===== config.mk =====
export PLATFORM = sky130hd
export DESIGN_NAME = jwst_delta_stage
export DESIGN_NICKNAME = d
export VERILOG_FILES = /design/src/sv/jwst_pkg.sv /design/src/sv/jwst_delta_stage.sv
export SDC_FILE = /design/constraint.sdc
export NUM_CORES = 1
export LEC_CHECK = 0
export BUFFER_PORTS_ARGS = -buffer_cell sky130_fd_sc_hd__buf_4
export CAP_MARGIN = 5
export CORE_UTILIZATION = 45
export DETAILED_ROUTE_END_ITERATION = 10
export PLACE_DENSITY = 0.73
export SLEW_MARGIN = 30
export SYNTH_ARGS = -nofsm -noshare
export SYNTH_HDL_FRONTEND = slang
export SYNTH_SLANG_ARGS = --single-unit

===== constraint.sdc =====
create_clock -name clk -period 5.22 [get_ports clk]
set_clock_uncertainty 0.2 [all_clocks]
set_input_delay 0.522 -clock clk [delete_from_list [all_inputs] [get_ports clk]]
set_output_delay 0.522 -clock clk [all_outputs]
set_load 0.03 [all_outputs]

===== src/sv/jwst_pkg.sv =====
// Shared types and constants for the joint waypoint segment timer.
package jwst_pkg;

  localparam int MAX_JOINTS = 7;
  localparam int POS_W      = 16;
  localparam int RATE_W     = 16;
  localparam int FRAC_BITS  = 12;
  localparam int PROD_W     = POS_W + RATE_W;
  localparam int SEG_W      = 20;
  localparam int TIME_W     = 32;
  localparam int CFG_IDX_W  = 3;
  localparam int CFG_DATA_W = 20;
  localparam int S_TDATA_W  = MAX_JOINTS * POS_W;
  localparam int M_TDATA_W  = 56;

  localparam logic [RATE_W-1:0]    RATE_RESET    = 16'd4096;
  localparam logic [SEG_W-1:0]     MIN_SEG_RESET = 20'd41;
  localparam logic [CFG_IDX_W-1:0] CFG_MIN_SEG   = 3'd7;

  // Live configuration seen by the datapath.
  typedef struct packed {
    logic [MAX_JOINTS-1:0][RATE_W-1:0] inv_rate;
    logic [SEG_W-1:0]                  min_seg;
  } cfg_t;

  // One waypoint after the difference stage: absolute joint moves.
  typedef struct packed {
    logic                             first;
    logic [MAX_JOINTS-1:0][POS_W-1:0] abs_delta;
  } delta_item_t;

endpackage


===== src/sv/jwst_delta_stage.sv =====
// Input register stage: keeps the previous waypoint and registers absolute joint moves.
module jwst_delta_stage #(
  parameter int NUM_JOINTS = 7
) (
  input  logic                            clk,
  input  logic                            rst,
  input  logic                            in_valid,
  output logic                            in_ready,
  input  logic                            in_first,
  input  logic [jwst_pkg::S_TDATA_W-1:0] in_pos,
  output logic                            out_valid,
  input  logic                            out_ready,
  output jwst_pkg::delta_item_t           out_item
);

  logic signed [jwst_pkg::POS_W-1:0]   prev_pos [NUM_JOINTS];
  logic signed [jwst_pkg::POS_W-1:0]   pos      [NUM_JOINTS];
  logic signed [jwst_pkg::POS_W:0]     diff     [NUM_JOINTS];
  logic        [jwst_pkg::POS_W-1:0]   abs_diff [NUM_JOINTS];
  jwst_pkg::delta_item_t               item_next;
  logic                                take;

  assign in_ready = !out_valid || out_ready;
  assign take     = in_valid && in_ready;

  for (genvar j = 0; j < NUM_JOINTS; j++) begin : g_joint
    assign pos[j]  = in_pos[j*jwst_pkg::POS_W +: jwst_pkg::POS_W];
    assign diff[j] = {pos[j][jwst_pkg::POS_W-1], pos[j]}
                   - {prev_pos[j][jwst_pkg::POS_W-1], prev_pos[j]};
    // |diff| never exceeds 65535, so the sign bit drops out
    assign abs_diff[j] = diff[j][jwst_pkg::POS_W] ? jwst_pkg::POS_W'(-diff[j])
                                                   : diff[j][jwst_pkg::POS_W-1:0];
  end

  // unused joint lanes stay at zero
  always_comb begin
    item_next.first     = in_first;
    item_next.abs_delta = '0;
    for (int j = 0; j < NUM_JOINTS; j++) begin
      item_next.abs_delta[j] = abs_diff[j];
    end
  end

  always_ff @(posedge clk) begin
    if (rst) begin
      out_valid <= 1'b0;
      for (int j = 0; j < NUM_JOINTS; j++) begin
        prev_pos[j] <= '0;
      end
    end else begin
      if (in_ready) begin
        out_valid <= in_valid;
      end
      if (take) begin
        for (int j = 0; j < NUM_JOINTS; j++) begin
          prev_pos[j] <= pos[j];
        end
      end
    end
  end

  always_ff @(posedge clk) begin
    if (take) begin
      out_item <= item_next;
    end
  end

endmodule


==> impl_metrics.toml <==
[timing]
finalCriticalPeriod_ps = 3870
fin_tns_setup_ps = 0
timing.slew.headroom_pct = 44.3
rsz_0062_raised_after_global_routing = "no"
hold_ws_ps = 47.7
tightest_slew_ps = 828
timing.final.max_slew_violations = 0
fmaxAchievable_mhz = 258
period_share_pct = 74.1
setup-violations-final = 0
finalHoldViolCount = 0

[setup_path]
critPathRequiredTime_ps = 5300
critPathKind = "flop to flop"
register_to_register_path_depth = 12
critPathLaunchType = "flop"
r2r-end = "out_item[31]"
crit_path_end_kind = "flop"
r2r-start = "prev_pos[1][0]"
crit_start = "prev_pos[1][0]"
arrival_ps = 3950
worst-r2r-setup-slack_ps = 1350
path_max_fanout = 5

[synth]
post_synth_num_cell_types = 79
synthesis.yosys.warnings = 0
synth.avg_cell_area_um2 = 10.1
synth-seq-cells = 226
synth.net_count = 1798
yosys_most_used_dff = "edfxtp_1"
synthesis.area_mm2 = 0.0157
postSynthCellCount = 1555
synth_sequential_area_ratio_pct = 43.3
count_of_flip_flops_with_a_built_in_enable_after_synthesis = 225
synthArstFlopShare_pct = 0

[grt]
grt_first_pass_wirelength_um = 57500
maximum_number_of_pins_on_one_net_before_global_route_repair = 81
via_count_of_the_first_global_routing_pass = 11900
global_route.overflow_total = 0
gr-usage-all-layers_pct = 19.7
antenna_found_initial = 6

[die]
design.die.area_mm2 = 0.0355
die_w_um = 189
placementRows = 67
starting_density_of_the_core_pct = 46.2
pin_count = 232
height_of_the_die_um = 189
core-area_mm2 = 0.0339

[clocking]
cts.sinks = 226
clock_pin_slew_reported_for_the_worst_setup_and_hold_paths_after_clock_tree_synthesis_ps = 60
ctsRootBufferMaster = "clkbuf_16"
clk_path_buf_depth = 3
tritoncts = "yes"
cts.repair.resized = 0
ctsHtreeMaxLevel = 1
numCtsBuffers = 27
worstSkewPairLatency_ps = 530

[placement]
gpl.final_weighted_congestion = 0.880
placed_area_mm2 = 0.0180
dp_hpwl_um = 26400
io_buffers = 231

[route]
num_vias = 12200
antenna_violating_nets_post_route = 0
avgViaCountPerCell = 5.38
routed_wl_um = 35500
detail_route.wl_per_cell_um = 15.7
drt_pre_antenna_iters = 5
drtIter0Drc = 687
detail_route.drc_violations = 0

[finish]
area_growth_pct = 20.2
drive_gt1_share_pct = 16.9
layout_common_cells = "235 x buf_4, 225 x edfxtp_1, 178 x inv_1, 119 x ha_1, 110 x nor2_1"
fillCellCount = 2946
multi_input_area_mm2 = 0.00813
design_area_mm2 = 0.0188
sequential_cell_area_mm2 = 0.00678
layout.nets = 2040
layout.cells.most_common = "buf_4"
final_design_utilization_pct = 55.6

[min_path]
startpoint_of_the_most_critical_hold_path = "in_valid"
holdPathEnd = "out_valid"
worstHoldPathType = "input port to flop"
hold_depth = 3

[pwr]
power.density_cell_area_mw_per_mm2 = 357
worst_ir_drop_vdd_mv = 0.247
total_leakage_power_nw = 7.71
fin_total_pwr_mw = 6.71

[flow_run]
max-cap-violations = 0

[run_status]
run_status = "finished clean"
[worst max-delay path: stages, from the launching register on]
cell	delay, ps
edfxtp_1	330
ha_1	160
inv_1	50
fa_1	390
a21o_1	170
a21oi_1	230
o21ai_1	230
mux2i_1	190
a2111oi_0	490
o21ai_0	300
nor4_1	480
a41oi_1	230
xnor2_1	170
[cells in the mapped netlist, types with 13 or more instances]
master	number	area, um2
a211oi_1	20	150
clkbuf_1	23	86.3
ha_1	119	1490
nand2_1	67	251
a21oi_1	93	465
nor2b_1	30	188
or3_1	13	81.3
nor3_1	37	185
edfxtp_1	225	6760
o31ai_1	14	105
and2_1	94	588
o21ai_0	55	275
o21a_1	29	218
xor2_1	61	534
nand2b_1	19	119
a21o_1	20	150
nor2_1	111	417
xnor2_1	109	955
o211ai_1	13	97.6
nand3_1	21	105
inv_1	179	672
a31oi_1	13	81.3
[final cells by class]
type	instances	share of cell area, %
multi-input combinational	1124	43.2
clock inverter	14	0.751
sequential	226	36.0
tap	448	2.98
clock buffer	35	3.75
antenna	3	0.0399
timing repair buffer	239	9.74
inverter	179	3.58
[worst max path at each step]
stage                     end
3_5_place_dp     out_item[78]
3_3_place_gp     out_item[79]
6_report         out_item[31]
4_1_cts          out_item[78]
5_1_grt          out_item[31]
2_1_floorplan  prev_pos[0][0]
[logic make-up (layout without fill, tap and decap cells)]
group           after synthesis  in the layout  synth area share [%]
compound gates              358            358                  15.4
xor+xnor                    170            170                  9.51
fa+ha+maj                   126            126                  10.4
buf+inv                     205            467                  4.94
flops                       226            226                  43.3
mux                          13             13                 0.887
other cells                   0              3                     0
simple gates                457            457                  15.6
[state kept, by name, indices dropped and copies added (netlist names)]
name and count:
prev_pos 112, out_item 113, out_valid 1
[power by group]
part           internal (mW)  total (mW)  switching [mW]
combinational          0.965        2.42            1.45
clock                   1.09        1.83           0.740
sequential              2.37        2.46          0.0897
total                   4.43        6.71            2.28
[through the flow]
| stage | std cells | setup slack (ps) |
|---|---|---|
| after floorplan | 1555 | 857 |
| after global placement | 2215 | 1130 |
| after detailed placement | 2215 | 984 |
| after CTS | 2265 | 1360 |
| after global routing | 2267 | 941 |
| final | 2268 | 1350 |
[what timing repair did]
item                                   4_1_cts  5_1_grt
hold buffers                                 1        0
setup buffers                                0        0
endpoints found under the hold margin        1        0
[per-layer routing]
layer,wire (um),vias up,track usage (%)
met4,960,6,5.96
met1,16000,5720,25.7
met2,16200,331,32.9
met3,2320,67,3.89
met5,41,-,0
li1,-,6074,-
Power figures use the tool's default switching activity.
