$ cat config.mk
export PLATFORM = sky130hd
export DESIGN_NAME = jwst_time_stage
export DESIGN_NICKNAME = d
export VERILOG_FILES = /design/src/sv/jwst_pkg.sv /design/src/sv/jwst_time_stage.sv
export SDC_FILE = /design/constraint.sdc
export NUM_CORES = 2
export LEC_CHECK = 0
export ABC_AREA = 0
export BUFFER_PORTS_ARGS = -buffer_cell sky130_fd_sc_hd__clkbuf_2
export CORE_MARGIN = 5
export CORE_UTILIZATION = 55
export CTS_CLUSTER_DIAMETER = 150
export DETAILED_ROUTE_END_ITERATION = 16
export PLACE_DENSITY = 0.73
export SETUP_SLACK_MARGIN = 0.15
export SLEW_MARGIN = 25
export SYNTH_ARGS = -nofsm -noshare
export SYNTH_HDL_FRONTEND = slang
export SYNTH_SLANG_ARGS = --single-unit
$ cat constraint.sdc
create_clock -name clk -period 33.1 [get_ports clk]
set_clock_uncertainty 0.1 [all_clocks]
set_input_delay 0 -clock clk [delete_from_list [all_inputs] [get_ports clk]]
set_output_delay 0 -clock clk [all_outputs]
set_load 0.1 [all_outputs]
$ cat src/sv/jwst_pkg.sv
// Shared types and constants for the joint waypoint segment timer.
package jwst_pkg;

  localparam int MAX_JOINTS = 7;
  localparam int POS_W      = 16;
  localparam int RATE_W     = 16;
  localparam int FRAC_BITS  = 12;
  localparam int PROD_W     = POS_W + RATE_W;
  localparam int SEG_W      = 20;
  localparam int TIME_W     = 32;
  localparam int CFG_IDX_W  = 3;
  localparam int CFG_DATA_W = 20;
  localparam int S_TDATA_W  = MAX_JOINTS * POS_W;
  localparam int M_TDATA_W  = 56;

  localparam logic [RATE_W-1:0]    RATE_RESET    = 16'd4096;
  localparam logic [SEG_W-1:0]     MIN_SEG_RESET = 20'd41;
  localparam logic [CFG_IDX_W-1:0] CFG_MIN_SEG   = 3'd7;

  // Live configuration seen by the datapath.
  typedef struct packed {
    logic [MAX_JOINTS-1:0][RATE_W-1:0] inv_rate;
    logic [SEG_W-1:0]                  min_seg;
  } cfg_t;

  // One waypoint after the difference stage: absolute joint moves.
  typedef struct packed {
    logic                             first;
    logic [MAX_JOINTS-1:0][POS_W-1:0] abs_delta;
  } delta_item_t;

endpackage

$ cat src/sv/jwst_time_stage.sv
// Result stage: joint times, segment maximum, running time and the output register.
module jwst_time_stage #(
  parameter int NUM_JOINTS = 7
) (
  input  logic                           clk,
  input  logic                           rst,
  input  jwst_pkg::cfg_t                 cfg,
  input  logic                           in_valid,
  output logic                           in_ready,
  input  jwst_pkg::delta_item_t          in_item,
  output logic                           out_valid,
  input  logic                           out_ready,
  output logic [jwst_pkg::SEG_W-1:0]    out_seg,
  output logic [jwst_pkg::TIME_W-1:0]   out_time
);

  logic [jwst_pkg::PROD_W-1:0] prod     [NUM_JOINTS];
  logic [jwst_pkg::SEG_W-1:0]  jt       [NUM_JOINTS];
  logic [jwst_pkg::SEG_W-1:0]  seg_max;
  logic [jwst_pkg::SEG_W-1:0]  seg_clamp;
  logic [jwst_pkg::SEG_W-1:0]  seg_next;
  logic [jwst_pkg::TIME_W:0]   sum;
  logic [jwst_pkg::TIME_W-1:0] elapsed;
  logic [jwst_pkg::TIME_W-1:0] elapsed_next;
  logic                        take;

  assign in_ready = !out_valid || out_ready;
  assign take     = in_valid && in_ready;

  // 16x16 product in 2^-24 s; floor to 2^-12 s stays below 2^20
  for (genvar j = 0; j < NUM_JOINTS; j++) begin : g_joint
    assign prod[j] = jwst_pkg::PROD_W'(in_item.abs_delta[j])
                   * jwst_pkg::PROD_W'(cfg.inv_rate[j]);
    assign jt[j]   = prod[j][jwst_pkg::FRAC_BITS +: jwst_pkg::SEG_W];
  end

  always_comb begin
    seg_max = '0;
    for (int j = 0; j < NUM_JOINTS; j++) begin
      if (jt[j] > seg_max) begin
        seg_max = jt[j];
      end
    end
  end

  always_comb begin
    seg_clamp = (seg_max < cfg.min_seg) ? cfg.min_seg : seg_max;
    sum       = {1'b0, elapsed} + {{(jwst_pkg::TIME_W + 1 - jwst_pkg::SEG_W){1'b0}}, seg_clamp};
    if (in_item.first) begin
      seg_next     = '0;
      elapsed_next = '0;
    end else begin
      seg_next     = seg_clamp;
      elapsed_next = sum[jwst_pkg::TIME_W] ? '1 : sum[jwst_pkg::TIME_W-1:0];
    end
  end

  always_ff @(posedge clk) begin
    if (rst) begin
      out_valid <= 1'b0;
      elapsed   <= '0;
    end else begin
      if (in_ready) begin
        out_valid <= in_valid;
      end
      if (take) begin
        elapsed <= elapsed_next;
      end
    end
  end

  always_ff @(posedge clk) begin
    if (take) begin
      out_seg  <= seg_next;
      out_time <= elapsed_next;
    end
  end

endmodule

==> key figures <==
Place
  • PortBufs: 302
  • Final GP Congestion: around 0.92
  • DP HPWL: between 100000 and 150000 um

CTS
  • Clock-pin slew on the worst setup and hold paths: 60 ps
  • H-tree depth: 3
  • Setup Buffers After CTS: 0
  • Root Driver: clkbuf_16
  • CTS tree: built
  • CTS max path bufs: 2
  • CTS sink cnt: 85
  • Worst-Skew Late Latency: about 340 ps
  • Total CTS buffers: 9

Synthesis
  • Synth top area cells: fa_1 (42%), ha_1 (17%), inv_1 (9.5%)
  • Post-Syn Nets: a little under 10000
  • Mapped cell area: around 65000 um2
  • Distinct cells, synth: 93
  • Mapped Avg Cell Area: slightly below 9 um2
  • Synth top area share: between 40% and 50%
  • Synth Area in Simple Gates: 17.4%
  • Register area share after synthesis: approximately 3.4%
  • Synth warn: 0
  • Largest area contributor in the netlist: fa_1
  • EDFF count, synth: 52
  • Count leader, synth: inv_1
  • Largest family of logic cells by synthesized area: adder cells
  • Post-Synth XOR/XNOR Area: between 2 and 2.5%
  • Yosys reg bits: between 80 and 90
  • Post-synth ARST share: 0%
  • Top_reg_cell synth: edfxtp_1
  • Synthesized instance count: 7487
  • Commonest cells in the netlist: inv_1 (1646), fa_1 (1352), nand2_1 (1233)
  • Complex-gate fraction of the synthesized area: around 6.4%
  • Mux cell area share after synthesis: 1.36%
  • Fraction of the mapped netlist area in adder cells: between 50% and 60%

STA
  • Final Max Slew Viols: 0
  • Worst-Margin Slew: 1090 ps
  • Fmax: 33.1 MHz
  • Fin. Hold Viols: 0
  • Final setup vio count: 0
  • Slew HR: a little over a quarter
  • RSZ-0062 raised after global routing: no
  • Post-Route Setup TNS: 0 ps
  • Fin crit period: about 30000 ps
  • Final period utilization: between 90% and 100%

Worst setup path
  • Critical Path Max Stage Delay: a little under 800 ps
  • Cell repeated most along the worst path: o21ai_0
  • Worst path slowest cell: o31a_1
  • R2r endpoint: elapsed[29]
  • Critical Path Source Type: input port
  • CP Data Required Time: ~33000 ps
  • Worst EP arrival: around 30000 ps
  • Worst R2R Setup Slack: between 20000 and 30000 ps
  • Critical Path Fanout Max: 35
  • CP Capture Type: register
  • Worst reg2reg path startpoint: elapsed[0]
  • Crit path kind: in2reg
  • R2R cell count: 20

Hold path
  • HP Class: in2reg
  • Worst Hold End: out_seg[5]
  • Min-Delay Path Depth: 4
  • Min-delay src: cfg[5]

Drt
  • Via Count: approximately 51000
  • WL/cell: 18.4 um
  • Final ANT Viol Nets: 0
  • Drt drc: 0
  • Vias per inst: 5.56
  • Iteration-0 DRC Markers: 3547
  • Drt first pass iters: 7
  • DRT Wirelength: 167000 um

Die
  • Die W: about 350 um
  • Core ar.: 118000 um2
  • Die area: 125000 um2
  • Starting Density: 55.3%
  • # IOs: 303
  • Die height: ~350 um
  • Rows: between 100 and 150

Global route
  • First-pass GRT wire length: between 200000 and 300000 um
  • GR Overflow Total: 0
  • GRT Resource Usage Total: between 20% and 30%
  • Initial antenna violation count: 17
  • Pin count of the biggest net entering global routing: 70
  • Vias in the first global route: ~54000

Job
  • Max-Cap Viols: 0

Status
  • Status: completed

Final layout
  • Share of cells above drive strength 1: 5.45%
  • Fin nets: around 10000
  • Filler Cells Inserted: roughly 10000
  • Area delta synth->final: 4.54%
## metal layers
layer	global-route usage [%]	routed length, um	up-vias
li1	-	-	22900
met1	36.7	68700	25600
met2	46.6	82500	1801
met3	2.87	11100	314
met4	7.35	4930	0
met5	0	0	-
## state kept, by name (all words and copies together) (netlist names)
register   cells
elapsed       32
out_seg       20
out_time      32
out_valid      1
## cell usage in the layout (no fill, tap or decap), drive strengths merged, types with 15 or more instances in the layout
cell type and instances:
a211oi 19, a21o 57, a21oi 185, a31o 20
a31oi 22, and2 674, and3 26, clkbuf 314
dfxtp 33, diode 17, dlygate4sd3 17, edfxtp 52
fa 1352, ha 860, inv 1649, mux2 37
mux2i 46, nand2 1234, nand2b 31, nand3 41
nand4 34, nor2 202, nor2b 38, nor3 56
o2111ai 26, o211a 15, o21a 42, o21ai 111
o31ai 20, or2 17, or3 16, xnor2 110
xor2 53
## worst max path at each step
| stage | start | end | slack, ps | cells past startpoint |
|---|---|---|---|---|
| after floorplan | in_item[28] | elapsed[7] | 7100 | 137 |
| after global placement | in_item[9] | elapsed[14] | 3960 | 129 |
| after detailed placement | in_item[9] | elapsed[6] | 3260 | 129 |
| after CTS | in_item[9] | elapsed[6] | 3500 | 129 |
| after global routing | in_item[9] | elapsed[10] | 540 | 129 |
| final | in_item[28] | elapsed[14] | 2880 | 128 |
## cell type report
type                    instances  area (um2)  share of cell area, %
inverters                    1648        6190                   9.08
flip-flops and latches         85        2220                   3.26
clock inverters                 4        21.3                 0.0312
multi-input cells            5475       55700                   81.8
repair buffers                330        1760                   2.59
well taps                    1536        1920                   2.82
clock buffers                  12         256                  0.376
diodes                         17        42.5                 0.0624
## what timing repair did
action / 4_1_cts / 5_1_grt
gates resized for setup: 0 / 0
hold buffers: 17 / 0
endpoints found under the hold margin: 22 / 0
## through the flow
step | instance area (um2) | utilization (%) | setup WS, ps | hold WS (ps) | instances
floorplan | 65200 | - | 7100 | 29.5 | 7487
global placement | 67600 | 57.4 | 3960 | 131 | 9057
detailed placement | 67600 | 57.4 | 3260 | 142 | 9057
CTS | 68100 | 57.7 | 3500 | 37.3 | 9090
global route | 68100 | 57.8 | 539 | 88.8 | 9104
finish | 68100 | 57.8 | 2880 | 51.1 | 9107
## worst max-delay path: cells and delay by family
kind	cells	cell delay, ps
AND/OR/NAND/NOR	34	5730
XOR/XNOR	1	120
buffers and inverters	12	1790
AO/OA/AOI/OAI	61	14960
adder cells (fa/ha/maj)	15	5950
multiplexers	5	1760
## logic make-up (layout without fill, tap and decap cells)
group,Yosys count,in the layout
AND/OR/NAND/NOR,2400,2400
adder cells (fa/ha/maj),2212,2212
buffers and inverters,1927,1994
AO/OA/AOI/OAI,617,617
XOR/XNOR,163,163
flip-flops,85,85
multiplexers,83,83
other,0,17
Power is not shown: default switching activity piles up to over one toggle a cycle in this logic, so the estimate is an artifact.
