[src/sv/jwst_pkg.sv]
// Shared types and constants for the joint waypoint segment timer.
package jwst_pkg;

  localparam int MAX_JOINTS = 7;
  localparam int POS_W      = 16;
  localparam int RATE_W     = 16;
  localparam int FRAC_BITS  = 12;
  localparam int PROD_W     = POS_W + RATE_W;
  localparam int SEG_W      = 20;
  localparam int TIME_W     = 32;
  localparam int CFG_IDX_W  = 3;
  localparam int CFG_DATA_W = 20;
  localparam int S_TDATA_W  = MAX_JOINTS * POS_W;
  localparam int M_TDATA_W  = 56;

  localparam logic [RATE_W-1:0]    RATE_RESET    = 16'd4096;
  localparam logic [SEG_W-1:0]     MIN_SEG_RESET = 20'd41;
  localparam logic [CFG_IDX_W-1:0] CFG_MIN_SEG   = 3'd7;

  // Live configuration seen by the datapath.
  typedef struct packed {
    logic [MAX_JOINTS-1:0][RATE_W-1:0] inv_rate;
    logic [SEG_W-1:0]                  min_seg;
  } cfg_t;

  // One waypoint after the difference stage: absolute joint moves.
  typedef struct packed {
    logic                             first;
    logic [MAX_JOINTS-1:0][POS_W-1:0] abs_delta;
  } delta_item_t;

endpackage

[src/sv/jwst_cfg_regs.sv]
// Configuration register file: inverse joint rates and minimum segment time.
module jwst_cfg_regs (
  input  logic                             clk,
  input  logic                             rst,
  input  logic                             cfg_we,
  input  logic [jwst_pkg::CFG_IDX_W-1:0]  cfg_index,
  input  logic [jwst_pkg::CFG_DATA_W-1:0] cfg_data,
  output jwst_pkg::cfg_t                   cfg
);

  always_ff @(posedge clk) begin
    if (rst) begin
      for (int j = 0; j < jwst_pkg::MAX_JOINTS; j++) begin
        cfg.inv_rate[j] <= jwst_pkg::RATE_RESET;
      end
      cfg.min_seg <= jwst_pkg::MIN_SEG_RESET;
    end else if (cfg_we) begin
      if (cfg_index == jwst_pkg::CFG_MIN_SEG) begin
        cfg.min_seg <= cfg_data[jwst_pkg::SEG_W-1:0];
      end else begin
        cfg.inv_rate[cfg_index] <= cfg_data[jwst_pkg::RATE_W-1:0];
      end
    end
  end

endmodule

[config.mk]
export PLATFORM = sky130hd
export DESIGN_NAME = jwst_cfg_regs
export DESIGN_NICKNAME = d
export VERILOG_FILES = /design/src/sv/jwst_pkg.sv /design/src/sv/jwst_cfg_regs.sv
export SDC_FILE = /design/constraint.sdc
export NUM_CORES = 1
export LEC_CHECK = 0
export ABC_AREA = 0
export BUFFER_PORTS_ARGS = -buffer_cell sky130_fd_sc_hd__buf_2
export CORE_MARGIN = 5
export CORE_UTILIZATION = 50
export DETAILED_ROUTE_END_ITERATION = 12
export GPL_ROUTABILITY_DRIVEN = 0
export HOLD_SLACK_MARGIN = 0.12
export PLACE_DENSITY = 0.78
export REMOVE_ABC_BUFFERS = 1
export SLEW_MARGIN = 20
export SYNTH_ARGS = -nofsm -noshare
export SYNTH_HDL_FRONTEND = slang
export SYNTH_SLANG_ARGS = --single-unit
[constraint.sdc]
create_clock -name clk -period 1.5 [get_ports clk]
set_clock_uncertainty 0.15 [all_clocks]
set_input_delay 0.15 -clock clk [delete_from_list [all_inputs] [get_ports clk]]
set_output_delay 0.15 -clock clk [all_outputs]
set_load 0.01 [all_outputs]
==> results of run 1 <==
[synth_stat cells, drive strengths merged]
| cell type | instances |
|---|---|
| and4 | 1 |
| and4bb | 1 |
| buf | 18 |
| clkbuf | 27 |
| dfxtp | 132 |
| mux2i | 132 |
| nand2b | 142 |
| nand4 | 1 |
| nand4b | 3 |
| nand4bb | 2 |
| nor2 | 14 |
| or4b | 1 |
[metal layers]
layer,global-route usage,wire [um],vias to the layer above
met2,0.435,7490,129
met1,0.281,6360,2087
li1,-,-,2023
met5,0,0,-
met3,0.0895,1170,14
met4,0.0577,128,0
[worst paths after layout]
| check | startpoint | to | slack, ns |
|---|---|---|---|
| hold reg to reg | cfg[123]$_SDFFE_PP0P_ | cfg[123]$_SDFFE_PP0P_ | 0.32 |
| hold / removal | rst | cfg[64]$_SDFFE_PP1P_ | 0.15 |
| setup / recovery | cfg_index[1] | cfg[24]$_SDFFE_PP0P_ | 0.02 |
| setup reg to reg | cfg[128]$_SDFFE_PP1P_ | cfg[128]$_SDFFE_PP1P_ | 0.14 |
[stage by stage]
stage / hold slack, ns / instances / total power (uW) / TNS [ns] / util
floorplan: 0.155 / 429 / 3970 / -0.274 / -
global placement: 0.262 / 744 / 4220 / 0 / 0.603
detailed placement: 0.277 / 744 / 4240 / 0 / 0.603
CTS: 0.127 / 857 / 8430 / 0 / 0.741
global route: 0.156 / 857 / 8680 / 0 / 0.742
finish: 0.153 / 857 / 8410 / 0 / 0.742
[power breakdown]
group,switching (uW),internal (uW),total (uW)
clock,1460,2660,4120
combinational,319,340,659
sequential,43.8,3590,3630
[timing repair]
action / 4_1_cts / 5_1_grt
setup endpoints to repair: 0 / 42
resized for setup: 0 / 7
hold buffers: 81 / 0
hold endpoints to repair: 132 / 0
[layout by cell type, fill, tap and decap left out, drive strengths merged]
| cell | count |
|---|---|
| dfxtp | 132 |
| or4b | 1 |
| clkinv | 3 |
| clkbuf | 24 |
| mux2i | 132 |
| and4bb | 1 |
| nand4 | 1 |
| nand4bb | 2 |
| dlygate4sd3 | 79 |
| and4 | 1 |
| nor2 | 14 |
| buf | 179 |
| clkinvlp | 2 |
| nand4b | 3 |
| dlymetal6s4s | 2 |
| bufinv | 3 |
| nand2b | 142 |
[area by class of cell]
cell class	instances	area, um2
Multi-Input combinational cell	297	2370
Sequential cell	132	2640
Fill cell	691	2640
Timing Repair Buffer	260	1820
Clock inverter	8	124
Clock buffer	24	470
Tap cell	136	170
[worst max-delay path: cells and delay by family]
family / cells / cell delay (ns)
simple gates: 1 / 0.57
buf+inv: 3 / 0.85
mux: 1 / 0.12
[cells by family (layout without fill, tap and decap cells)]
group	after synthesis	count (layout)
simple gates	165	165
mux	132	132
flops	132	132
buf+inv	45	292
==> impl_results.md, run 1 <==
- Lkg Pwr: 0.00391 uW
- Fin crit share: 0.987
- Starting Density: 0.509
- Multiplexer share of the synthesized area: 0.254
- CTS max path bufs: 2
- Top reg by flops: cfg
- Port Buffer Count: 157
- P&R area growth vs syn: 45.9%
- I/O pins: 158
- DIE AREA: 12600 um2
- Postcts setup bufs: 0
- Max VDD drop: 0.000579 V
- Main combinational cell family by area after synthesis: multiplexers
- WS Path Type: in2reg
- Overflow after GRT: 0
- CTS sink count: 132
- Worst path arrival time: 1.70 ns
- Xor/xnor cell area share of the yosys netlist: 0
- Height of the chip: 112 um
- Worst-skew pair later-pin latency: 0.51 ns
- WHS Path Cells: 4
- WL/cell: 17.7 um
- Vias: 4253
- Top Registers: cfg: 132 flops
- Final worst setup slack: 0.0201 ns
- CP Max Fanout: 16
- #FFs+latches synth: 132
- Number of global-route vias before repair: 4603
- HP Class: in2reg
- Final Critical Period: 1.48 ns
- Synthesized instance count: 474
- Max stage delay cell, worst path: or4b_1
- # diodes: 0
- Initial antenna violation count: 0
- RSZ-0062 raised after global routing: no
- Main area contributors after synthesis: dfxtp_1 (51%), mux2i_1 (25%), nand2b_1 (17%), clkbuf_1 (1.9%), buf_2 (1.3%)
- Share of the synthesized area in the top cell type: 0.508
- Dominant cell type by area after synthesis: dfxtp_1
- Run status: completed
- Global-route wire length before repair: 24.3 mm
- CTS clk-pin slew, worst paths: 0.06 ns
- Max reg flops: 132
- DIE WIDTH: 112 um
- Adder-Cell Fraction of Synth Area: 0
- Placement Cell Area: 6170 um2
- # H-tree levels: 4
- Synth Area in Compound Gates: 0
- Total GRT Usage: 0.245
- Share of cells above drive strength 1: 0.298
- Vias per inst: 4.96
- Setup violations, final: 0
- Nature of the critical path endpoint: register
- Max Freq: 0.676 GHz
- Largest net degree at the start of global routing: 35
- Synth Warn #: 0
- Initial DRC count: 165
- Worst Max-Slew Pin Slew: 0.642 ns
- Core footprint: 10200 um2
- Routed WL: 15.1 mm
- DRC Markers: 0
- CP Cell Sequence: buf_2 -> dlygate4sd3_1 -> or4b_1 -> buf_12 -> mux2i_1
- Clock Tree Root: clkbuf_8
- Worst slew margin: 0.572
- Initial DRT Pass Iterations: 5
- Reg2Reg Depth: 3
- Hold Fails Final Rpt: 0
- CTS tree: done
- Final ANT Viol Nets: 0
- Final Max Tran Viols: 0
- Worst Setup Slack post-DPL: 0.0487 ns
- HPWL after detailed placement: 9.05 mm
- CP peak stage delay: 0.57 ns
- Mapped Area: 5210 um2
- Pwr Density: 1110 nW/um2
- Fin area: 7600 um2
- Distinct cells, synth: 16
- Post-Synth Simple-Gate Area: 0.198
- # nets final: 734
- Num CTS Buffers: 17
- Sequential element share of the synthesized area: 0.508
- Critical Path Start Type: input port
- Cell row count: 37
- Synthesized area per cell: 11.0 um2
- WP data required: 1.72 ns
- Max-cap violations: 0
Power figures use the tool's default switching activity.
==> run 2, diff against run 1 <==
PLACE_DENSITY = 0.83   (was 0.78)
==> impl_results.md, run 2 (synthesis results as in run 1) <==
- Height of the chip: 112 um
- Port Buffer Count: 157
- Total GRT Usage: 0.241
- # nets final: 723
- Share of cells above drive strength 1: 0.293
- CTS max path bufs: 2
- Net switching power: 1890 uW
- Fin crit share: 1.00
- DIE WIDTH: 112 um
- Cell row count: 37
- Filler cells: 686
- Critical Path Start Type: input port
- Placement Cell Area: 6150 um2
- CTS clk-pin slew, worst paths: 0.06 ns
- Worst-skew pair later-pin latency: 0.51 ns
- Core footprint: 10200 um2
- Worst Max-Slew Pin Slew: 0.693 ns
- Final worst setup slack: -0.00656 ns
- P&R area growth vs syn: 43.7%
- Starting Density: 0.509
- Run status: complete, but fails checks
- Reg area: 2640 um2
- Fin area: 7480 um2
- Nature of the critical path endpoint: register
- CP Max Fanout: 16
- WS Path Type: in2reg
- Lkg Pwr: 0.00380 uW
- WP data required: 1.77 ns
- Most frequent cells in the layout: buf_2 (157), nand2b_1 (142), mux2i_1 (132), dfxtp_1 (132), dlygate4sd3_1 (72)
- Number of global-route vias before repair: 4809
- Internal power: 6480 uW
- Setup violations, final: 1
- # diodes: 0
- Worst path arrival time: 1.78 ns
- Sequential power share: 0.433
- Final Critical Period: 1.51 ns
- Postcts setup bufs: 0
- Num CTS Buffers: 17
- DRC Markers: 0
- Sw frac: 0.226
- HP Class: in2reg
- Top reg by flops: cfg
- Final Hold Slack: 0.106 ns
- Commonest non-fill, non-tap cell in the layout: buf_2
- WL/cell: 17.5 um
- RSZ-0062 raised after global routing: no
- Max Freq: 0.664 GHz
- Initial DRC count: 187
- CTS sink count: 132
- Hold Fails Final Rpt: 0
- Setup TNS: -0.00656 ns
- Max reg flops: 132
- I/O pins: 158
- Initial DRT Pass Iterations: 4
- DIE AREA: 12600 um2
- Largest net degree at the start of global routing: 44
- HPWL after detailed placement: 8.81 mm
- # H-tree levels: 4
- Final Max Tran Viols: 0
- Multi-input gate area: 2350 um2
- Clock Tree Root: clkbuf_8
- Max-cap violations: 0
- Vias: 4241
- Vias per inst: 5.02
- Routed WL: 14.7 mm
- Global-route wire length before repair: 24.4 mm
- Pwr Density: 1120 nW/um2
- Max VDD drop: 0.000608 V
- Worst Setup Slack post-DPL: 0.0281 ns
- CTS tree: done
- Initial antenna violation count: 0
- Top Registers: cfg: 132 flops
- Final ANT Viol Nets: 0
- Overflow after GRT: 0
- Clock power frac: 0.490
- Worst slew margin: 0.538
- Failing checks: negative setup slack
- Gate power share: 0.076
run 2: changes by cell type in the layout (fill, tap and decap cells not counted), moves of 2 or more:
cell           before  now
clkinvlp_4          2    4
clkbuf_8            4    2
nand2b_2            5    0
dlygate4sd3_1      79   72
clkbuf_1            4    1
nand4bb_1           0    2
nand2b_1          137  142
nand4bb_2           2    0
buf_4              18   13
run 2: path summary, 6_finish.rpt:
check,to,slack (ns),cells past startpoint,startpoint
min,cfg[16]$_SDFFE_PP0P_,0.11,4,rst
max reg2reg,cfg[116]$_SDFFE_PP0P_,0.13,3,cfg[116]$_SDFFE_PP0P_
min reg2reg,cfg[42]$_SDFFE_PP0P_,0.32,2,cfg[42]$_SDFFE_PP0P_
max,cfg[35]$_SDFFE_PP0P_,-0.007,5,cfg_index[1]
run 2: per-layer routing:
layer	routed length (um)	GRT usage	share of wire	vias to the layer above
met2	7390	0.433	0.50	159
met1	5870	0.268	0.40	2059
met5	0	0	0	-
met4	310	0.0769	0.021	0
met3	1180	0.0836	0.080	29
li1	-	-	-	1994
run 2: layout make-up:
cell class                      count  share of cell area
Tap cell                          136              0.0227
Multi-Input combinational cell    297               0.315
Sequential cell                   132               0.353
Clock buffer                       19              0.0577
Timing Repair Buffer              249               0.231
Clock inverter                     12              0.0209
run 2: power by group through the flow:
stage / logic (uW) / clock network (uW) / registers, uW
2_1_floorplan: 234 / 0 / 3740
3_3_place_gp: 519 / 0 / 3700
3_5_place_dp: 535 / 0 / 3700
4_1_cts: 628 / 4160 / 3630
5_1_grt: 689 / 4330 / 3640
6_report: 639 / 4100 / 3630
run 2: per-stage QoR:
stage | total power [uW] | std cells | util
2_1_floorplan | 3970 | 429 | -
3_3_place_gp | 4220 | 741 | 0.601
3_5_place_dp | 4240 | 741 | 0.601
4_1_cts | 8420 | 843 | 0.728
5_1_grt | 8650 | 845 | 0.731
6_report | 8370 | 845 | 0.731
run 2: critical path: stages:
cell and delay (ns):
dlygate4sd3_1 0.55, buf_2 0.14, or4b_4 0.55, buf_12 0.19, mux2i_1 0.20
run 2: timing repair:
action                                 4_1_cts  5_1_grt
setup endpoints to repair                    0       49
gates resized for setup                      0        3
endpoints found under the hold margin      132        5
hold buffers                                71        3
